$ cat src/rtl/core/rtp_pkg.sv
// Shared constants, types and elaboration-time functions for the rectangular-to-polar unit.
`default_nettype none

package rtp_pkg;

   // Field widths of the channels
   localparam int COEF_W  = 32;
   localparam int AMP_W   = 32;
   localparam int PHASE_W = 16;

   // Datapath formats
   localparam int GUARD_BITS = 8;
   localparam int PATH_W     = COEF_W + GUARD_BITS + 3;
   localparam int ANGLE_W    = 32;
   localparam int GAIN_W     = 30;
   localparam int GAIN_FRAC  = 30;
   localparam int TABLE_LEN  = 32;

   // Parameter defaults
   localparam int DEF_CORDIC_STAGES = 16;
   localparam int DEF_COEF_BITS     = 32;

   // Angle codes: pi, and the half-LSB used when keeping the top phase bits
   localparam logic [ANGLE_W-1:0] ANGLE_PI    = 32'h8000_0000;
   localparam logic [ANGLE_W-1:0] PHASE_ROUND = 32'h0000_8000;

   // round(atan(2^-i) * 2^31 / pi)
   localparam logic [ANGLE_W-1:0] ATAN_TABLE [TABLE_LEN] = '{
      32'd536870912, 32'd316933406, 32'd167458907, 32'd85004756, 32'd42667331,
      32'd21354465, 32'd10679838, 32'd5340245, 32'd2670163, 32'd1335087,
      32'd667544, 32'd333772, 32'd166886, 32'd83443, 32'd41722, 32'd20861,
      32'd10430, 32'd5215, 32'd2608, 32'd1304, 32'd652, 32'd326, 32'd163,
      32'd81, 32'd41, 32'd20, 32'd10, 32'd5, 32'd3, 32'd1, 32'd1, 32'd0
   };

   // Control bits that travel with each word through the pipeline
   typedef struct packed {
      logic valid;
      logic missing;
      logic zero;
   } tag_type;

   // One finished result word
   typedef struct packed {
      logic [AMP_W-1:0]          amplitude;
      logic signed [PHASE_W-1:0] phase;
      logic                      missing;
   } result_type;

   // Squared CORDIC gain scaled by 2^60
   function automatic logic [63:0] gain_power(input int stages);
      logic [63:0] p;
      p = 64'd1 << 60;
      for (int i = 0; i < TABLE_LEN; i++) begin
         if (i < stages) begin
            p = p + (p >> (2 * i));
         end
      end
      return p;
   endfunction

   // Floor square root of a 64-bit value
   function automatic logic [63:0] isqrt64(input logic [63:0] v);
      logic [63:0] rem;
      logic [63:0] res;
      logic [63:0] bitv;
      rem  = v;
      res  = '0;
      bitv = 64'd1 << 62;
      for (int i = 0; i < 32; i++) begin
         if (rem >= res + bitv) begin
            rem = rem - (res + bitv);
            res = (res >> 1) + bitv;
         end else begin
            res = res >> 1;
         end
         bitv = bitv >> 2;
      end
      return res;
   endfunction

endpackage

`default_nettype wire

$ cat src/rtl/core/rtp_cordic_stage.sv
// One registered CORDIC vectoring micro-rotation.
`default_nettype none

module rtp_cordic_stage #(
   parameter int                      SHIFT = 0,
   parameter logic [rtp_pkg::ANGLE_W-1:0] ANGLE = '0
) (
   input  logic                                clock,
   input  logic                                reset,
   input  logic                                enable,
   input  rtp_pkg::tag_type                    tag_i,
   input  logic signed [rtp_pkg::PATH_W-1:0]  x_i,
   input  logic signed [rtp_pkg::PATH_W-1:0]  y_i,
   input  logic [rtp_pkg::ANGLE_W-1:0]        z_i,
   output rtp_pkg::tag_type                    tag_o,
   output logic signed [rtp_pkg::PATH_W-1:0]  x_o,
   output logic signed [rtp_pkg::PATH_W-1:0]  y_o,
   output logic [rtp_pkg::ANGLE_W-1:0]        z_o
);
   import rtp_pkg::*;

   logic signed [PATH_W-1:0] x_shift;
   logic signed [PATH_W-1:0] y_shift;
   logic signed [PATH_W-1:0] x_in, y_in;
   logic [ANGLE_W-1:0]       z_in;
   logic signed [PATH_W-1:0] x_ff, y_ff;
   logic [ANGLE_W-1:0]       z_ff;
   tag_type                  tag_ff;

   // Rotate toward the x axis, direction set by the sign of y
   always_comb begin
      x_shift = x_i >>> SHIFT;
      y_shift = y_i >>> SHIFT;
      if (!y_i[PATH_W-1]) begin
         x_in = x_i + y_shift;
         y_in = y_i - x_shift;
         z_in = z_i + ANGLE;
      end else begin
         x_in = x_i - y_shift;
         y_in = y_i + x_shift;
         z_in = z_i - ANGLE;
      end
   end

   // Advance the word when the pipeline moves, hold otherwise
   always_ff @(posedge clock) begin
      if (reset) begin
         tag_ff <= '0;
      end else if (enable) begin
         tag_ff <= tag_i;
      end
   end

   always_ff @(posedge clock) begin
      if (enable) begin
         x_ff <= x_in;
         y_ff <= y_in;
         z_ff <= z_in;
      end
   end

   assign tag_o = tag_ff;
   assign x_o   = x_ff;
   assign y_o   = y_ff;
   assign z_o   = z_ff;

endmodule

`default_nettype wire

$ cat config.mk
export PLATFORM = sky130hd
export DESIGN_NAME = rtp_cordic_stage
export DESIGN_NICKNAME = d
export VERILOG_FILES = /design/src/rtl/core/rtp_pkg.sv /design/src/rtl/core/rtp_cordic_stage.sv
export SDC_FILE = /design/constraint.sdc
export NUM_CORES = 1
export LEC_CHECK = 0
export BUFFER_PORTS_ARGS = -buffer_cell sky130_fd_sc_hd__buf_4
export CAP_MARGIN = 10
export CORE_ASPECT_RATIO = 0.5
export CORE_UTILIZATION = 51
export CTS_CLUSTER_DIAMETER = 60
export DETAILED_ROUTE_END_ITERATION = 7
export PLACE_DENSITY = 0.78
export SYNTH_ARGS = -nofsm -noshare
export SYNTH_HDL_FRONTEND = slang
export SYNTH_SLANG_ARGS = --single-unit
export TNS_END_PERCENT = 10
$ cat constraint.sdc
create_clock -name clock -period 2.6 [get_ports clock]
set_clock_uncertainty 0.05 [all_clocks]
set_input_delay 0.26 -clock clock [delete_from_list [all_inputs] [get_ports clock]]
set_output_delay 0.26 -clock clock [all_outputs]
set_load 0.01 [all_outputs]
==> qor.yml <==
synth.distinct_cells: 88
critPathBufInv: 5
start_util: 0.528
overflow: 0
fmax_ghz: 0.379
coreArea_um2: 22000
cts_tree: "done"
numCtsBuffers: 17
drive_gt1_frac: 0.425
antenna_found_initial: 1
hold_path.class: "in -> reg"
hpwlAfterDp_mm: 39.0
grt_pass1_vias: 13900
final_common_cell: "buf_4"
cp_max_fo: 6
seq_power_share: 0.282
ir_worst_vdd_uv: 420
cp_slowest_cell: "o41ai_2"
worstSetupStartpointType: "input port"
reg2reg_from: "tag_o[1]$_SDFFE_PP0P_"
synth_ff_type: "edfxtp_1"
drt-wirelength-per-cell_um: 23.0
crit_chain: "buf_4 -> inv_1 -> ha_1 -> buf_4 -> a21o_1 -> o41ai_2 -> buf_4 -> nand3_1 -> o21ai_2 -> o311a_1 -> buf_4 -> mux2i_2 -> xnor2_1"
clkPwrFrac: 0.258
syn_avg_cell_area_um2: 8.59
clk_latency_ns: 0.46
vias_per_cell: 6.19
die_x_um: 215
ant_nets: 0
r2r_slack_ns: 1.91
synthCells: 1353
dr_total_vias: 14600
path_delay_family: "compound AO/OA/AOI/OAI gates"
final_util: 0.844
fin_ws_ns: -0.0370
crit_path_frequent_cell: "buf_4"
drt-total-wl_mm: 54.3
gp_congestion: 1.06
pwr_density_cell_nw_per_um2: 499
fp-row-count: 38
grt_setup_unrepaired: "yes"
gr-usage-all-layers: 0.432
nFillCells: 1259
synth_nets: 1606
finalMaxSlewViolations: 0
fp.dieH_um: 109
multiInputGateArea_um2: 7860
ctsLongestPathBuffers: 2
critPathArrivalTime_ns: 2.81
synth-edff-count: 117
startpoint: "x_i[15]"
power.switching_mw: 3.44
outcome: "complete, but fails checks"
worstMarginPinSlew_ns: 0.744
p_leak_nw: 8.65
violations: "DRC, setup timing"
seq_area_um2: 3570
final_hold_viol_count: 0
p_int_mw: 5.83
end_kind: "flip-flop"
timing.final.crit_share: 1.01
clk_pin_slew_worst_paths_ns: 0.07
min-delay-start: "tag_i[2]"
worstPathRequired_ns: 2.77
synth_seq_cells: 120
grt_first_pass_wirelength_mm: 76.8
async_flop_share: 0
layout-area-overhead-vs-synth_pct: 59.9
min_period_ns: 2.64
ctsHtreeMaxLevel: 4
pwr-share-comb: 0.459
yosys_warnings: 0
ys_seq_area_frac: 0.308
hold_slack_ns: 0.00390
most-common-layout-cells: "694 x buf_4, 142 x a21oi_1, 120 x inv_1, 117 x edfxtp_1, 110 x ha_1"
dieArea_um2: 23400
slowest_delay_ns: 0.40
port_buffers: 244
nNetsFinal: 2303
grt_max_degree: 53
tns_ns: -0.231
drt_iter0_drc: 1884
max_slew_margin: 0.504
maxCapViolCount: 0
finalSetupViolations: 12
p_total_mw: 9.27
power.share.switching: 0.371
synth_area_um2: 11600
cts.sinks: 120
path_class: "in -> reg"
cts.root.buffer_cell: "clkbuf_16"
dr.pass1.iters: 8
io_pins: 245
dp_slack_ns: -0.637
drc: 3
layout make-up:
| cell class | instances | share of cell area |
|---|---|---|
| Sequential cell | 120 | 0.192 |
| Tap cell | 300 | 0.0202 |
| Clock inverter | 14 | 0.00680 |
| Antenna cell | 1 | 0.000135 |
| Multi-Input combinational cell | 1038 | 0.423 |
| Inverter | 133 | 0.0269 |
| Clock buffer | 17 | 0.0229 |
| Timing Repair Buffer | 740 | 0.308 |
per-layer routing:
metal  track usage  up-vias  wire, µm
met5             0        -         0
met4         0.176        0      2590
met3         0.129      283      6480
met2         0.719     1208     24600
met1         0.529     6874     20500
li1              -     6272         -
synthesized netlist by cell type, drive strengths merged, types with 4 or more instances:
master	count	area [µm²]
o21ai	103	519
and2	6	37.5
edfxtp	117	3510
or2	10	62.6
ha	126	1580
o21a	18	135
nand2b	10	70.1
mux2i	36	360
o21bai	23	173
a21boi	6	45.0
nand2	83	312
o2111ai	4	35.0
a211oi	11	87.6
inv	131	492
nor2b	17	109
nor2	113	424
xnor2	75	657
nand4	23	159
xor2	7	61.3
nor4	18	140
o221ai	4	35.0
a31oi	10	62.6
nand3	20	110
clkbuf	26	97.6
a21o	26	195
o211ai	14	115
o311ai	4	60.1
o31ai	15	118
nor3	25	135
or3	6	37.5
buf	36	198
a221oi	8	76.3
a21oi	164	825
stage by stage:
step / area [µm²] / std cells
after floorplan: 11700 / 1353
after global placement: 17000 / 2289
after detailed placement: 17000 / 2289
after CTS: 18000 / 2353
after global routing: 18600 / 2362
final: 18600 / 2363
worst min-delay path, stage by stage:
cell and delay [ns]:
buf_4 0.08, mux2i_1 0.07, nor2_1 0.07
path summary, 6_finish.rpt:
check,cells after the start,endpoint
hold / removal,3,tag_o[2]$_SDFFE_PP0P_
setup reg to reg,2,tag_o[1]$_SDFFE_PP0P_
hold reg to reg,2,tag_o[0]$_SDFFE_PP0P_
setup / recovery,13,x_o[32]$_DFFE_PP_
registers in the layout, summed over array words and instances (netlist names):
register / cells
x_o: 43
y_o: 42
z_o: 32
tag_o: 3
power groups by stage:
stage | registers (mW) | clock network [mW] | logic, mW
2_1_floorplan | 2.77 | 0 | 1.58
3_3_place_gp | 2.62 | 0 | 3.69
3_5_place_dp | 2.64 | 0 | 3.78
4_1_cts | 2.61 | 2.33 | 3.88
5_1_grt | 2.63 | 2.43 | 4.43
6_report | 2.62 | 2.40 | 4.26
cell families after synthesis:
family | after synthesis | share of synthesized area
fa+ha+maj | 129 | 0.141
compound gates | 448 | 0.244
buf+inv | 195 | 0.0684
mux | 37 | 0.0320
simple gates | 342 | 0.145
flops | 120 | 0.308
xor+xnor | 82 | 0.0618
what timing repair did:
| action | in CTS | in global routing |
|---|---|---|
| setup buffers | 0 | 9 |
| setup endpoints to repair | 29 | 42 |
| gates resized for setup | 16 | 109 |
| endpoints found under the hold margin | 35 | 0 |
| hold buffers | 33 | 0 |
| pin swaps | 4 | 39 |
Note: power is estimated with default switching activity, not from simulation.
