===== src/rtl/core/rtp_pkg.sv =====
// Shared constants, types and elaboration-time functions for the rectangular-to-polar unit.
`default_nettype none

package rtp_pkg;

   // Field widths of the channels
   localparam int COEF_W  = 32;
   localparam int AMP_W   = 32;
   localparam int PHASE_W = 16;

   // Datapath formats
   localparam int GUARD_BITS = 8;
   localparam int PATH_W     = COEF_W + GUARD_BITS + 3;
   localparam int ANGLE_W    = 32;
   localparam int GAIN_W     = 30;
   localparam int GAIN_FRAC  = 30;
   localparam int TABLE_LEN  = 32;

   // Parameter defaults
   localparam int DEF_CORDIC_STAGES = 16;
   localparam int DEF_COEF_BITS     = 32;

   // Angle codes: pi, and the half-LSB used when keeping the top phase bits
   localparam logic [ANGLE_W-1:0] ANGLE_PI    = 32'h8000_0000;
   localparam logic [ANGLE_W-1:0] PHASE_ROUND = 32'h0000_8000;

   // round(atan(2^-i) * 2^31 / pi)
   localparam logic [ANGLE_W-1:0] ATAN_TABLE [TABLE_LEN] = '{
      32'd536870912, 32'd316933406, 32'd167458907, 32'd85004756, 32'd42667331,
      32'd21354465, 32'd10679838, 32'd5340245, 32'd2670163, 32'd1335087,
      32'd667544, 32'd333772, 32'd166886, 32'd83443, 32'd41722, 32'd20861,
      32'd10430, 32'd5215, 32'd2608, 32'd1304, 32'd652, 32'd326, 32'd163,
      32'd81, 32'd41, 32'd20, 32'd10, 32'd5, 32'd3, 32'd1, 32'd1, 32'd0
   };

   // Control bits that travel with each word through the pipeline
   typedef struct packed {
      logic valid;
      logic missing;
      logic zero;
   } tag_type;

   // One finished result word
   typedef struct packed {
      logic [AMP_W-1:0]          amplitude;
      logic signed [PHASE_W-1:0] phase;
      logic                      missing;
   } result_type;

   // Squared CORDIC gain scaled by 2^60
   function automatic logic [63:0] gain_power(input int stages);
      logic [63:0] p;
      p = 64'd1 << 60;
      for (int i = 0; i < TABLE_LEN; i++) begin
         if (i < stages) begin
            p = p + (p >> (2 * i));
         end
      end
      return p;
   endfunction

   // Floor square root of a 64-bit value
   function automatic logic [63:0] isqrt64(input logic [63:0] v);
      logic [63:0] rem;
      logic [63:0] res;
      logic [63:0] bitv;
      rem  = v;
      res  = '0;
      bitv = 64'd1 << 62;
      for (int i = 0; i < 32; i++) begin
         if (rem >= res + bitv) begin
            rem = rem - (res + bitv);
            res = (res >> 1) + bitv;
         end else begin
            res = res >> 1;
         end
         bitv = bitv >> 2;
      end
      return res;
   endfunction

endpackage

`default_nettype wire


===== src/rtl/core/rtp_gain_mul.sv =====
// Gain compensation multiply, rounding, saturation and phase output.
`default_nettype none

module rtp_gain_mul #(
   parameter int CORDIC_STAGES = rtp_pkg::DEF_CORDIC_STAGES
) (
   input  logic                                clock,
   input  logic                                reset,
   input  logic                                enable,
   input  rtp_pkg::tag_type                    tag_i,
   input  logic signed [rtp_pkg::PATH_W-1:0]  x_i,
   input  logic [rtp_pkg::ANGLE_W-1:0]        z_i,
   output logic                                valid_o,
   output rtp_pkg::result_type                 result_o
);
   import rtp_pkg::*;

   // Inverse gain G = round(2^60 / isqrt(P))
   localparam logic [63:0] GAIN_P    = gain_power(CORDIC_STAGES);
   localparam logic [63:0] GAIN_K    = isqrt64(GAIN_P);
   localparam logic [63:0] GAIN_FULL = ((64'd1 << 60) + (GAIN_K >> 1)) / GAIN_K;
   localparam logic [GAIN_W-1:0] GAIN = GAIN_W'(GAIN_FULL);

   localparam int A_W    = PATH_W - 1;
   localparam int LO_W   = A_W / 2;
   localparam int HI_W   = A_W - LO_W;
   localparam int PROD_W = A_W + GAIN_W;
   localparam int T1_W   = PROD_W - GAIN_FRAC;
   localparam int T2_W   = T1_W + 1 - GUARD_BITS;
   localparam logic [PROD_W-1:0] MUL_ROUND   = PROD_W'(1) << (GAIN_FRAC - 1);
   localparam logic [T1_W:0]     GUARD_ROUND = (T1_W + 1)'(1) << (GUARD_BITS - 1);

   logic [A_W-1:0]          mag;
   logic [LO_W+GAIN_W-1:0]  prod_lo_in, prod_lo_ff;
   logic [HI_W+GAIN_W-1:0]  prod_hi_in, prod_hi_ff;
   logic [ANGLE_W-1:0]      z1_ff, z2_ff;
   tag_type                 tag1_ff, tag2_ff;
   logic [PROD_W-1:0]       prod_sum;
   logic [T1_W-1:0]         t1_in, t1_ff;
   logic [T1_W:0]           t1_round;
   logic [T2_W-1:0]         t2;
   logic [ANGLE_W-1:0]      phase_full;

   // Stage one: two partial products of the magnitude by the gain
   always_comb begin
      mag        = x_i[PATH_W-1] ? '0 : x_i[A_W-1:0];
      prod_lo_in = (LO_W+GAIN_W)'(mag[LO_W-1:0]) * (LO_W+GAIN_W)'(GAIN);
      prod_hi_in = (HI_W+GAIN_W)'(mag[A_W-1:LO_W]) * (HI_W+GAIN_W)'(GAIN);
   end

   // Stage two: combine partial products, drop the gain fraction rounded half up
   always_comb begin
      prod_sum = (PROD_W'(prod_hi_ff) << LO_W) + PROD_W'(prod_lo_ff) + MUL_ROUND;
      t1_in    = prod_sum[PROD_W-1:GAIN_FRAC];
   end

   always_ff @(posedge clock) begin
      if (reset) begin
         tag1_ff <= '0;
         tag2_ff <= '0;
      end else if (enable) begin
         tag1_ff <= tag_i;
         tag2_ff <= tag1_ff;
      end
   end

   always_ff @(posedge clock) begin
      if (enable) begin
         prod_lo_ff <= prod_lo_in;
         prod_hi_ff <= prod_hi_in;
         z1_ff      <= z_i;
         t1_ff      <= t1_in;
         z2_ff      <= z1_ff;
      end
   end

   // Finish: drop guard bits, saturate, negate the angle and keep its top bits
   always_comb begin
      t1_round   = (T1_W + 1)'(t1_ff) + GUARD_ROUND;
      t2         = t1_round[T1_W:GUARD_BITS];
      phase_full = (ANGLE_W'(0) - z2_ff) + PHASE_ROUND;
      result_o.missing = tag2_ff.missing;
      if (tag2_ff.missing || tag2_ff.zero) begin
         result_o.amplitude = '0;
         result_o.phase     = '0;
      end else begin
         result_o.amplitude = (|t2[T2_W-1:AMP_W]) ? '1 : t2[AMP_W-1:0];
         result_o.phase     = phase_full[ANGLE_W-1:ANGLE_W-PHASE_W];
      end
   end

   assign valid_o = tag2_ff.valid;

endmodule

`default_nettype wire


===== config.mk =====
export PLATFORM = sky130hd
export DESIGN_NAME = rtp_gain_mul
export DESIGN_NICKNAME = d
export VERILOG_FILES = /design/src/rtl/core/rtp_pkg.sv /design/src/rtl/core/rtp_gain_mul.sv
export SDC_FILE = /design/constraint.sdc
export NUM_CORES = 2
export LEC_CHECK = 0
export BUFFER_PORTS_ARGS = -buffer_cell sky130_fd_sc_hd__buf_2
export CORE_ASPECT_RATIO = 0.9
export CORE_MARGIN = 2
export CORE_UTILIZATION = 35
export CTS_CLUSTER_DIAMETER = 200
export CTS_CLUSTER_SIZE = 10
export DETAILED_ROUTE_END_ITERATION = 12
export HOLD_SLACK_MARGIN = 0.02
export PLACE_DENSITY = 0.55
export REMOVE_ABC_BUFFERS = 1
export SYNTH_ARGS = -nofsm -noshare
export SYNTH_HDL_FRONTEND = slang
export SYNTH_SLANG_ARGS = --single-unit
export TNS_END_PERCENT = 10

===== constraint.sdc =====
create_clock -name clock -period 7.3 [get_ports clock]
set_input_delay 0.365 -clock clock [delete_from_list [all_inputs] [get_ports clock]]
set_output_delay 0.365 -clock clock [all_outputs]
set_load 0.005 [all_outputs]

==> results.cfg <==
[timing]
maxSlewHeadroom_pct = 33.3
maxClockFrequency_mhz = 143
hold_viol_final = 0
slew_viol_final = 0
rsz0062_at_grt = no
worst_slack_ns = 0.322
finalClockSkew_ns = 0.0209
setup-violations-final = 0
period_minus_slack_ns = 6.98
fin_crit_sh_pct = 95.6
tightest_slew_ns = 1.00

[placement]
placedCellCount = 4385
dp_slack_ns = -0.166
hpwlAfterDp_um = 72000
gp_congestion = 0.968
placed_cell_area_um2 = 34400
numPortBuffers = 130

[floorplan]
io_pins = 131
dieWidth_um = 319
row_count = 104
initial_utilization_pct = 35.2
die_area_um2 = 91900
coreArea_um2 = 89000
die_h_um = 288

[worst_setup_path]
crit_arrival_ns = 7.17
critPathRequiredTime_ns = 7.49
critical_path_class = in -> reg
r2r-end = t1_ff[40]$_DFFE_PP_
crit_family = adder cells
start_kind = primary input
rrSetupSlack_ns = 3.74
crit_fanout = 21
crit_path_frequent_cell = fa_1
cp_slowest_stage_delay_ns = 0.56
setup.worst_path.end_class = register
crit_buf_inv = 8
r2r-start = prod_hi_ff[11]$_DFFE_PP_
reg2reg_depth = 10
cp_slowest_cell = fa_1

[synth]
synth_flop_cell = edfxtp_1
synth_cells = 2975
synth_area_leaders = fa_1 (34%), ha_1 (19%), edfxtp_1 (17%)
yosys.area.top_type = fa_1
synth-seq-cells = 186
synth-edff-count = 180
yosysWarningCount = 0
syn_avg_cell_area_um2 = 10.5
synth_cell_type_count = 75
seq_area_frac_synth_pct = 17.6
synth.cells.most_frequent = inv_1 (735), fa_1 (526), ha_1 (480)
syn_area_um2 = 31300
synth_top_area_share_pct = 33.6
yosysMostFrequentCell = inv_1
async_flop_share_pct = 0

[clock_network]
cts_root_buf = clkbuf_16
ctsHoldBuffers = 0
cts_buffer_depth = 2
clock_sinks = 186
clkTransAtPathRegs_ns = 0.09
clock_latency_ns = 0.46
ctsHtreeMaxLevel = 4
post_cts_buffers = 0
cts_tree = built
cts_buffers = 17

[cells_and_area]
layout-drive-gt1-share_pct = 10.8
antenna_cells = 0
final_cell_area_um2 = 35100
area_growth_pct = 12.1
fillCellCount = 8797
stdcell_count = 4417
fin_nets = 4325

[detailed_routing]
wl_per_cell_um = 18.2
via_per_inst = 4.74
ant_nets = 0
wl_um = 80400
first_iter_violations = 1186
drc = 0
firstDrtPassIters = 5
num_vias = 21000

[worst_hold_path]
hp-start = z_i[13]
min-delay-path-class = in -> reg
min_path_cells = 1
holdPathEnd = z1_ff[13]$_DFFE_PP_

[global_route]
grt_pass1_wl_um = 128000
antenna_found_initial = 0
grt_pass1_vias = 22200
grtUsageTotal_pct = 18.1
grt_max_degree = 110
overflow = 0

[job]
max_cap_violations = 0

[status]
status = complete, no violations
[per-stage QoR]
step | utilization [%] | setup TNS [ns] | hold WS (ns)
finish | 39.4 | 0 | 0.0725
global route | 39.4 | 0 | 0.0496
CTS | 39.4 | 0 | 0.0429
detailed placement | 38.7 | -1.40 | 0.405
global placement | 38.7 | -0.599 | 0.401
floorplan | - | 0 | 0.400
[flip-flops by register name, summed over array words and instances, names as in the netlist]
register	flops
t1_ff	35
prod_hi_ff	51
z2_ff	32
result_o	1
tag2_ff	1
prod_lo_ff	30
valid_o	1
tag1_ff	3
z1_ff	32
[what timing repair did]
action,in CTS,in global routing
hold endpoints to repair,0,0
setup endpoints to repair,0,3
resized for setup,0,3
[area by class of cell]
type	count	area, um2	share of cell area [%]
Timing Repair Buffer	287	1850	5.27
Tap cell	1166	1460	4.16
Sequential cell	186	5530	15.7
Inverter	736	2760	7.87
Clock inverter	15	226	0.645
Clock buffer	17	425	1.21
Multi-Input combinational cell	2010	22800	65.1
[layer usage]
layer	wire (um)	share of wire, %	global-route usage [%]
met1	40200	50	27.0
met4	1080	1.3	3.04
met2	34500	43	27.7
met3	4660	5.8	3.33
met5	0	0	0
[cells in the final DEF, fill, tap and decap left out, drive strengths merged, types with 5 or more instances in the layout]
cell,synthesis,layout
and4,9,9
o211ai,13,13
a211o,8,8
o31a,5,5
nand4,36,36
a211oi,13,13
clkbuf,33,17
ha,480,480
dfxtp,6,6
xor2,64,64
inv,736,741
nor2b,32,32
xnor2,97,97
fa,526,526
o31ai,7,7
o21ai,62,62
o21bai,15,15
a31oi,15,15
o21a,17,17
nor4,9,9
clkinv,0,8
edfxtp,180,180
mux2i,8,8
a21o,53,53
nand2b,41,41
nor3b,6,6
and2,7,7
or2,15,15
a21oi,148,148
nor2,100,100
nor3,25,25
buf,10,287
nand2,87,87
and3,24,24
a2111oi,5,5
nand3,35,35
[cells by family (layout without fill, tap and decap cells)]
| family | Yosys count | after routing | share of synthesized area [%] |
|---|---|---|---|
| compound gates | 399 | 399 | 8.14 |
| fa+ha+maj | 1006 | 1006 | 52.8 |
| buf+inv | 779 | 1055 | 9.44 |
| simple gates | 436 | 436 | 7.20 |
| xor+xnor | 161 | 161 | 4.50 |
| mux | 8 | 8 | 0.256 |
| flops | 186 | 186 | 17.6 |
[how the worst max path moves through the flow]
stage             from                        to  slack, ns  cells past startpoint
2_1_floorplan  x_i[12]  prod_lo_ff[34]$_DFFE_PP_       0.74                     21
4_1_cts        x_i[42]  prod_hi_ff[49]$_DFFE_PP_       0.34                     25
5_1_grt        x_i[42]  prod_lo_ff[46]$_DFFE_PP_       0.02                     24
3_5_place_dp   x_i[42]  prod_hi_ff[49]$_DFFE_PP_      -0.17                     24
3_3_place_gp   x_i[42]  prod_hi_ff[49]$_DFFE_PP_      -0.14                     24
6_report       x_i[42]  prod_lo_ff[50]$_DFFE_PP_       0.32                     25
Power is not shown: default switching activity piles up to over one toggle a cycle in this logic, so the estimate is an artifact.
