### src/rtl/core/rtp_pkg.sv
// Shared constants, types and elaboration-time functions for the rectangular-to-polar unit.
`default_nettype none

package rtp_pkg;

   // Field widths of the channels
   localparam int COEF_W  = 32;
   localparam int AMP_W   = 32;
   localparam int PHASE_W = 16;

   // Datapath formats
   localparam int GUARD_BITS = 8;
   localparam int PATH_W     = COEF_W + GUARD_BITS + 3;
   localparam int ANGLE_W    = 32;
   localparam int GAIN_W     = 30;
   localparam int GAIN_FRAC  = 30;
   localparam int TABLE_LEN  = 32;

   // Parameter defaults
   localparam int DEF_CORDIC_STAGES = 16;
   localparam int DEF_COEF_BITS     = 32;

   // Angle codes: pi, and the half-LSB used when keeping the top phase bits
   localparam logic [ANGLE_W-1:0] ANGLE_PI    = 32'h8000_0000;
   localparam logic [ANGLE_W-1:0] PHASE_ROUND = 32'h0000_8000;

   // round(atan(2^-i) * 2^31 / pi)
   localparam logic [ANGLE_W-1:0] ATAN_TABLE [TABLE_LEN] = '{
      32'd536870912, 32'd316933406, 32'd167458907, 32'd85004756, 32'd42667331,
      32'd21354465, 32'd10679838, 32'd5340245, 32'd2670163, 32'd1335087,
      32'd667544, 32'd333772, 32'd166886, 32'd83443, 32'd41722, 32'd20861,
      32'd10430, 32'd5215, 32'd2608, 32'd1304, 32'd652, 32'd326, 32'd163,
      32'd81, 32'd41, 32'd20, 32'd10, 32'd5, 32'd3, 32'd1, 32'd1, 32'd0
   };

   // Control bits that travel with each word through the pipeline
   typedef struct packed {
      logic valid;
      logic missing;
      logic zero;
   } tag_type;

   // One finished result word
   typedef struct packed {
      logic [AMP_W-1:0]          amplitude;
      logic signed [PHASE_W-1:0] phase;
      logic                      missing;
   } result_type;

   // Squared CORDIC gain scaled by 2^60
   function automatic logic [63:0] gain_power(input int stages);
      logic [63:0] p;
      p = 64'd1 << 60;
      for (int i = 0; i < TABLE_LEN; i++) begin
         if (i < stages) begin
            p = p + (p >> (2 * i));
         end
      end
      return p;
   endfunction

   // Floor square root of a 64-bit value
   function automatic logic [63:0] isqrt64(input logic [63:0] v);
      logic [63:0] rem;
      logic [63:0] res;
      logic [63:0] bitv;
      rem  = v;
      res  = '0;
      bitv = 64'd1 << 62;
      for (int i = 0; i < 32; i++) begin
         if (rem >= res + bitv) begin
            rem = rem - (res + bitv);
            res = (res >> 1) + bitv;
         end else begin
            res = res >> 1;
         end
         bitv = bitv >> 2;
      end
      return res;
   endfunction

endpackage

`default_nettype wire

### src/rtl/core/rtp_out_skid.sv
// Output register with a spare entry so the pipeline stall is driven from registers.
`default_nettype none

module rtp_out_skid (
   input  logic                clock,
   input  logic                reset,
   input  logic                in_valid,
   input  rtp_pkg::result_type in_word,
   output logic                advance,
   output logic                out_valid,
   output rtp_pkg::result_type out_word,
   input  logic                out_ready
);
   import rtp_pkg::*;

   logic       main_valid_ff, main_valid_in;
   logic       spare_valid_ff, spare_valid_in;
   result_type main_ff, main_in;
   result_type spare_ff, spare_in;
   logic       push, pop;

   // Pipeline moves only while the spare entry is free
   assign advance = !spare_valid_ff;
   assign push    = advance && in_valid;
   assign pop     = main_valid_ff && out_ready;

   always_comb begin
      main_valid_in  = main_valid_ff;
      spare_valid_in = spare_valid_ff;
      main_in        = main_ff;
      spare_in       = spare_ff;
      if (spare_valid_ff) begin
         // drain the spare into the output register
         if (pop) begin
            main_in        = spare_ff;
            spare_valid_in = 1'b0;
         end
      end else if (push) begin
         if (!main_valid_ff || pop) begin
            main_in       = in_word;
            main_valid_in = 1'b1;
         end else begin
            spare_in       = in_word;
            spare_valid_in = 1'b1;
         end
      end else if (pop) begin
         main_valid_in = 1'b0;
      end
   end

   always_ff @(posedge clock) begin
      if (reset) begin
         main_valid_ff  <= 1'b0;
         spare_valid_ff <= 1'b0;
      end else begin
         main_valid_ff  <= main_valid_in;
         spare_valid_ff <= spare_valid_in;
      end
   end

   always_ff @(posedge clock) begin
      main_ff  <= main_in;
      spare_ff <= spare_in;
   end

   assign out_valid = main_valid_ff;
   assign out_word  = main_ff;

endmodule

`default_nettype wire

### config.mk
export PLATFORM = sky130hd
export DESIGN_NAME = rtp_out_skid
export DESIGN_NICKNAME = d
export VERILOG_FILES = /design/src/rtl/core/rtp_pkg.sv /design/src/rtl/core/rtp_out_skid.sv
export SDC_FILE = /design/constraint.sdc
export NUM_CORES = 1
export LEC_CHECK = 0
export ABC_AREA = 1
export BUFFER_PORTS_ARGS = -buffer_cell sky130_fd_sc_hd__buf_2
export CAP_MARGIN = 5
export CORE_ASPECT_RATIO = 1.25
export CORE_MARGIN = 2
export CORE_UTILIZATION = 50
export DETAILED_ROUTE_END_ITERATION = 12
export PLACE_DENSITY = 0.85
export SETUP_SLACK_MARGIN = 0.05
export SYNTH_ARGS = -nofsm -noshare
export SYNTH_HDL_FRONTEND = slang
export SYNTH_SLANG_ARGS = --single-unit
### constraint.sdc
create_clock -name clock -period 6.4 [get_ports clock]
set_input_delay 0.64 -clock clock [delete_from_list [all_inputs] [get_ports clock]]
set_output_delay 0.64 -clock clock [all_outputs]
set_load 0.01 [all_outputs]
==> results.json, run 1 <==
{
  "outcome": "complete, no violations",
  "core_area_sq_um": 7270,
  "fmax_ghz": 0.376,
  "cts-hold-fix-buffers": 0,
  "maxCapViolCount": 0,
  "cts_setup_buffers": 0,
  "post_cts_resized": 0,
  "layout-drive-gt1-share": 0.321,
  "multiInputGateArea_sq_um": 616,
  "rsz0062_at_grt": "false",
  "worst_pin_slew_ns": 1.01,
  "io_pins": 104,
  "n_fill_cell": 564,
  "grt_pass1_wl_um": 10500,
  "wl_per_cell_um": 14.2,
  "layout_common_cells": "nand2_1 (154), buf_2 (103), edfxtp_1 (98), clkbuf_8 (9), inv_1 (5)",
  "path_cells": "inv_4 -> buf_2",
  "fp-row-count": 35,
  "leakage_nw": 1.93,
  "routabilityCongestion": 0.805,
  "ys_warn_count": 0,
  "via_count": 2278,
  "clock_latency_ns": 0.35,
  "ff_latch_area_sq_um": 2980,
  "vias_per_cell": 4.77,
  "critPathRequiredTime_ns": 5.76,
  "grt_max_degree": 54,
  "overflow": 0,
  "skew_ns": 0.00977,
  "layout.nets": 434,
  "dieArea_sq_um": 8140,
  "cts_tree": "done",
  "synth_nets": 330,
  "die_w_um": 81.1,
  "hold_viol": 0,
  "start_util": 0.511,
  "cp-end-kind": "output pin",
  "syn-cell-area_sq_um": 3710,
  "track_usage": 0.176,
  "min_path_type": "in -> reg",
  "arrival_ns": 2.02,
  "fp.dieH_um": 100,
  "finalSetupTns_ns": 0,
  "io_buffers": 103,
  "critPathMaxFanout": 53,
  "path_class": "reg -> out",
  "antenna_left": 0,
  "total_power_mw": 1.32,
  "drc_errors": 0,
  "fin_crit_ns": 2.66,
  "setup_slack_ns": 3.74,
  "p_per_area_nw_per_um2": 293,
  "path_clk_slew_ns": 0.09,
  "cts-htree-levels": 3,
  "grt_pass1_vias": 2233,
  "cts_made_buffers": 9,
  "slowest_delay_ns": 0.98,
  "maxSlewHeadroom": 0.328,
  "ys_seq_area_frac": 0.803,
  "clock_path_buffers": 2,
  "cts.sinks": 100,
  "preCtsSetupSlack_ns": 3.98,
  "setup_viol": 0,
  "critPathLaunchType": "register",
  "synth.distinct_cells": 11,
  "totalWireLength_um": 6790,
  "finalCritPeriodShare": 0.416,
  "critPathSlowestCell": "dfxtp_2",
  "cts_root_buf": "clkbuf_8",
  "dp_hpwl_um": 4520,
  "diodes": 0,
  "synthToLayoutAreaGrowth_pct": 20.8,
  "antenna_found_initial": 0,
  "dr.pass1.iters": 5,
  "ir_drop_mv": 0.167,
  "drv_slew": 0,
  "ys_seq_elements": 100,
  "rrSetupSlack_ns": 3.99,
  "first_iter_violations": 138,
  "final_common_cell": "nand2_1",
  "synth.avg_cell_area_sq_um": 13.4,
  "syn_inst": 277
}
flip-flops by register name, summed over array words and instances (netlist names):
register,flops
out_word,49
spare_ff,49
out_valid,1
spare_valid_ff,1
worst max-delay path, delay by kind of cell (launching register included):
family | cells | cell delay [ns]
buffers and inverters | 2 | 0.70
DFF | 1 | 0.98
metal layers:
metal,vias to the layer above,global-route usage,part of all wire
met3,8,0.0423,0.061
li1,1130,-,-
met4,0,0.0808,0.015
met2,79,0.289,0.52
met5,-,0,0
met1,1061,0.219,0.40
report_power, final:
part | switching (mW) | total [mW] | internal (mW)
clock network | 0.213 | 0.437 | 0.224
registers | 0.0128 | 0.775 | 0.762
logic | 0.0648 | 0.104 | 0.0397
total | 0.290 | 1.32 | 1.03
final timing paths:
| kind | endpoint | cells past startpoint | start |
|---|---|---|---|
| hold reg to reg | out_word[14] | 2 | spare_ff[14] |
| setup reg to reg | out_word[23] | 4 | spare_valid_ff |
| hold / removal | spare_valid_ff | 2 | reset |
| setup / recovery | advance | 2 | spare_valid_ff |
synth_stat cells:
| library cell | instances | share of area |
|---|---|---|
| nand2_1 | 154 | 0.16 |
| edfxtp_1 | 98 | 0.79 |
| buf_6 | 7 | 0.021 |
| inv_1 | 6 | 0.0061 |
| buf_2 | 4 | 0.0054 |
| dfxtp_1 | 2 | 0.011 |
| nor2_1 | 2 | 0.0020 |
| a21oi_1 | 1 | 0.0013 |
| a21oi_2 | 1 | 0.0024 |
| inv_4 | 1 | 0.0017 |
| nand3_1 | 1 | 0.0013 |
area by class of cell:
class,count,share of cell area
Sequential cell,100,0.665
Multi-Input combinational cell,159,0.137
Timing Repair Buffer,104,0.117
Clock buffer,10,0.0284
Tap cell,92,0.0256
Clock inverter,6,0.0209
Inverter,7,0.00641
per-stage QoR:
stage,hold WS (ns),cells,util,cell area (sq um)
after floorplan,0.490,277,-,3710
after global placement,0.501,462,0.587,4270
after detailed placement,0.505,462,0.587,4270
after CTS,0.448,478,0.617,4490
after global routing,0.452,478,0.617,4490
final,0.467,478,0.617,4490
cell families after synthesis:
| logic type | count (synthesis) | share of synthesized area |
|---|---|---|
| AOI/OAI and AO/OA | 2 | 0.00370 |
| and+or+nand+nor | 157 | 0.159 |
| buffers and inverters | 18 | 0.0344 |
| DFF | 100 | 0.803 |
Power figures use the tool's default switching activity.
==> run 2: changes to the inputs <==
==> constraint.sdc (replaced) <==
create_clock -name clock -period 2.7 [get_ports clock]
set_input_delay 0.27 -clock clock [delete_from_list [all_inputs] [get_ports clock]]
set_output_delay 0.27 -clock clock [all_outputs]
set_load 0.01 [all_outputs]
==> results.json, run 2 (synthesized netlist as in run 1, its figures left out) <==
{
  "outcome": "complete, no violations",
  "first_iter_violations": 152,
  "grt_pass1_vias": 2225,
  "critPathLaunchType": "register",
  "n_fill_cell": 602,
  "layout.nets": 437,
  "cts_tree": "done",
  "maxCapViolCount": 0,
  "path_clk_slew_ns": 0.08,
  "cts-htree-levels": 3,
  "instances_no_fill": 481,
  "setup_viol": 0,
  "io_buffers": 103,
  "ff_latch_area_sq_um": 2980,
  "critPathRequiredTime_ns": 2.68,
  "cts_made_buffers": 9,
  "io_pins": 104,
  "min_path_type": "in -> reg",
  "finalCritPeriodShare": 0.714,
  "arrival_ns": 1.91,
  "antenna_left": 0,
  "multiInputGateArea_sq_um": 616,
  "core_area_sq_um": 7270,
  "grt_max_degree": 51,
  "leakage_nw": 1.93,
  "grt_pass1_wl_um": 10400,
  "fin_crit_ns": 1.93,
  "reg2reg_from": "spare_valid_ff",
  "drc_errors": 0,
  "layout_common_cells": "nand2_1 (154), buf_2 (103), edfxtp_1 (98), clkbuf_8 (9), inv_1 (5)",
  "hold_viol": 0,
  "maxSlewHeadroom": 0.581,
  "cp-endpoint": "out_word[31]",
  "dieArea_sq_um": 8140,
  "rsz0062_at_grt": "false",
  "setup_slack_ns": 0.772,
  "overflow": 0,
  "whs_ns": 0.0866,
  "p_per_area_nw_per_um2": 669,
  "clock_path_buffers": 2,
  "worstSetupStartpoint": "spare_valid_ff",
  "finalSetupTns_ns": 0,
  "dp_hpwl_um": 4590,
  "cts.sinks": 100,
  "antenna_found_initial": 0,
  "cts_root_buf": "clkbuf_8",
  "cts_setup_buffers": 0,
  "fp-row-count": 35,
  "die_w_um": 81.1,
  "skew_ns": 0.0115,
  "final_common_cell": "nand2_1",
  "synthToLayoutAreaGrowth_pct": 20.9,
  "wl_per_cell_um": 14.2,
  "ir_drop_mv": 0.344,
  "start_util": 0.511,
  "dpl_cell_area_sq_um": 4300,
  "rr_worst_depth": 3,
  "routabilityCongestion": 0.803,
  "dr.pass1.iters": 5,
  "clock_latency_ns": 0.35,
  "path_class": "reg -> reg",
  "drv_slew": 0,
  "worst_pin_slew_ns": 0.628,
  "rrSetupSlack_ns": 0.77,
  "via_count": 2345,
  "fin_area_sq_um": 4490,
  "preCtsSetupSlack_ns": 0.789,
  "cts-hold-fix-buffers": 0,
  "fp.dieH_um": 100,
  "post_cts_resized": 0,
  "critPathMaxFanout": 49,
  "fmax_ghz": 0.519,
  "track_usage": 0.176,
  "totalWireLength_um": 6830,
  "vias_per_cell": 4.88,
  "layout-drive-gt1-share": 0.324,
  "place_inst": 465,
  "cp-end-kind": "register",
  "diodes": 0,
  "r2r_end": "out_word[31]"
}
-- run 2: metrics by stage --
stage,util,total power [mW]
2_1_floorplan,-,2.00
3_3_place_gp,0.592,2.11
3_5_place_dp,0.592,2.13
4_1_cts,0.618,3.03
5_1_grt,0.618,3.13
6_report,0.618,3.01
-- run 2: layout make-up --
type / count / share of cell area
Multi-Input combinational cell: 159 / 0.137
Timing Repair Buffer: 107 / 0.124
Clock buffer: 10 / 0.0284
Sequential cell: 100 / 0.664
Clock inverter: 6 / 0.0142
Inverter: 7 / 0.00640
Tap cell: 92 / 0.0256
-- run 2: critical path, cell delays in order (launching register included) --
cell	delay [ns]
dfxtp_2	0.64
nand2_1	0.20
a21oi_4	0.17
buf_4	0.52
-- run 2: per-layer routing --
metal | GRT usage | up-vias | part of all wire
li1 | - | 1135 | -
met2 | 0.285 | 89 | 0.52
met3 | 0.0432 | 17 | 0.052
met1 | 0.213 | 1104 | 0.40
met5 | 0 | - | 0
met4 | 0.103 | 0 | 0.028
-- run 2: worst min-delay path by stage --
stage | from | endpoint | slack [ns] | depth (start not counted)
6_report | reset | spare_valid_ff | 0.09 | 2
3_5_place_dp | reset | spare_valid_ff | 0.45 | 2
4_1_cts | reset | spare_valid_ff | 0.07 | 2
3_3_place_gp | reset | spare_valid_ff | 0.45 | 2
2_1_floorplan | reset | spare_valid_ff | 0.33 | 1
5_1_grt | reset | spare_valid_ff | 0.05 | 2
-- run 2: report_power, final --
part           leakage, nW  switching [mW]  internal [mW]
registers            0.936          0.0249           1.81
clock network       0.0943           0.491          0.429
logic                0.902           0.160         0.0969
==> run 3: changes to the inputs <==
--- a/config.mk
+++ b/config.mk
@@ -10,9 +10,9 @@
 export CAP_MARGIN = 5
 export CORE_ASPECT_RATIO = 1.25
 export CORE_MARGIN = 2
-export CORE_UTILIZATION = 50
+export CORE_UTILIZATION = 46
 export DETAILED_ROUTE_END_ITERATION = 12
-export PLACE_DENSITY = 0.85
+export PLACE_DENSITY = 0.83
 export SETUP_SLACK_MARGIN = 0.05
 export SYNTH_ARGS = -nofsm -noshare
 export SYNTH_HDL_FRONTEND = slang
==> constraint.sdc (replaced) <==
create_clock -name clock -period 1.6 [get_ports clock]
set_input_delay 0.16 -clock clock [delete_from_list [all_inputs] [get_ports clock]]
set_output_delay 0.16 -clock clock [all_outputs]
set_load 0.01 [all_outputs]
==> results.json, run 3 (synthesized netlist as in run 1, its figures left out) <==
{
  "layout.nets": 488,
  "grt_max_degree": 50,
  "grt_pass1_wl_um": 12000,
  "path_cells": "inv_1 -> nor2_2 -> nand2_1 -> clkinvlp_4 -> buf_12",
  "preCtsSetupSlack_ns": 0.134,
  "maxCapViolCount": 0,
  "die_w_um": 84.4,
  "maxSlewHeadroom": 0.665,
  "drv_slew": 0,
  "dr.pass1.iters": 4,
  "layout_common_cells": "nand2_1 (152), buf_2 (103), edfxtp_1 (98), dlygate4sd3_1 (50), clkbuf_8 (9)",
  "wl_per_cell_um": 14.5,
  "path_clk_slew_ns": 0.08,
  "min_path_type": "in -> reg",
  "cts_setup_buffers": 0,
  "path_class": "reg -> reg",
  "diodes": 0,
  "clock_path_buffers": 2,
  "p_per_area_nw_per_um2": 1020,
  "antenna_left": 0,
  "finalSetupTns_ns": 0,
  "rsz0062_at_grt": "false",
  "whs_ns": 0.157,
  "cts_tree": "done",
  "core_area_sq_um": 7840,
  "grt_pass1_vias": 2581,
  "vias_per_cell": 4.73,
  "critPathLaunchType": "register",
  "fp.dieH_um": 104,
  "place_inst": 469,
  "reg2reg_from": "out_valid",
  "synthToLayoutAreaGrowth_pct": 35.5,
  "worst_pin_slew_ns": 0.502,
  "cts-htree-levels": 3,
  "totalWireLength_um": 7730,
  "setup_viol": 0,
  "cts_root_buf": "clkbuf_8",
  "track_usage": 0.178,
  "fin_crit_ns": 1.47,
  "dp_hpwl_um": 4490,
  "cp-end-kind": "register",
  "critPathRequiredTime_ns": 1.65,
  "antenna_found_initial": 0,
  "hp-start": "out_ready",
  "cts_made_buffers": 9,
  "arrival_ns": 1.52,
  "drc_errors": 0,
  "outcome": "complete, no violations",
  "path_delay_family": "flip-flops",
  "clock_latency_ns": 0.35,
  "routabilityCongestion": 0.686,
  "critPathSlowestCell": "dfxtp_1",
  "setup_slack_ns": 0.127,
  "leakage_nw": 2.14,
  "overflow": 0,
  "io_pins": 104,
  "start_util": 0.474,
  "fp-row-count": 36,
  "dieArea_sq_um": 8810,
  "io_buffers": 103,
  "first_iter_violations": 180,
  "fmax_ghz": 0.679,
  "cts.sinks": 100,
  "path_buf_inv": 3,
  "layout-drive-gt1-share": 0.289,
  "ir_drop_mv": 0.625,
  "skew_ns": 0.00724,
  "worstSetupStartpoint": "out_valid",
  "via_count": 2526,
  "finalCritPeriodShare": 0.921,
  "hold_viol": 0,
  "critPathMaxFanout": 31,
  "instances_no_fill": 534,
  "final_common_cell": "nand2_1",
  "slowest_delay_ns": 0.42
}
-- run 3: changes by cell type in the layout (fill, tap and decap cells not counted), sizes merged --
cell / previous run / this run
clkinv: 3 / 2
buf: 107 / 108
inv: 8 / 6
dlygate4sd3: 0 / 50
clkbuf: 10 / 12
-- run 3: report_power, final --
group	switching [mW]	internal (mW)
combinational	0.302	0.255
clock	0.784	0.710
sequential	0.0415	3.05
-- run 3: per-layer routing --
| metal | part of all wire | track usage | up-vias |
|---|---|---|---|
| li1 | - | - | 1235 |
| met1 | 0.41 | 0.211 | 1179 |
| met2 | 0.52 | 0.304 | 102 |
| met3 | 0.061 | 0.0548 | 10 |
| met4 | 0.013 | 0.0646 | 0 |
| met5 | 0 | 0 | - |
-- run 3: worst paths after layout --
kind              cells past startpoint  slack, ns        endpoint
setup reg to reg                      5       0.13    spare_ff[22]
hold reg to reg                       2       0.52     out_word[5]
setup / recovery                      5       0.13    spare_ff[22]
hold / removal                        4       0.16  spare_valid_ff
-- run 3: cell type report --
type	instances	area, sq um
Clock buffer	12	135
Clock inverter	3	38.8
Fill cell	583	2810
Inverter	7	37.5
Multi-Input combinational cell	159	628
Sequential cell	100	2980
Tap cell	95	119
Timing Repair Buffer	158	1090
-- run 3: repair_timing --
action | 4_1_cts | 5_1_grt
endpoints found under the hold margin | 50 | 0
cloned | 0 | 0
hold buffers | 50 | 0
gates resized for setup | 1 | 2
endpoints found under the setup margin | 1 | 19
-- run 3: stage by stage --
stage | total power [mW] | utilization | area (sq um)
final | 5.14 | 0.642 | 5030
after global routing | 5.33 | 0.642 | 5030
after CTS | 5.17 | 0.641 | 5020
after detailed placement | 3.60 | 0.555 | 4350
after global placement | 3.58 | 0.555 | 4350
after floorplan | 3.37 | - | 3750
-- run 3: worst min-delay path, cell delays in order --
cell	delay [ns]
buf_2	0.11
nand2_1	0.07
nand2_1	0.08
a21oi_2	0.05
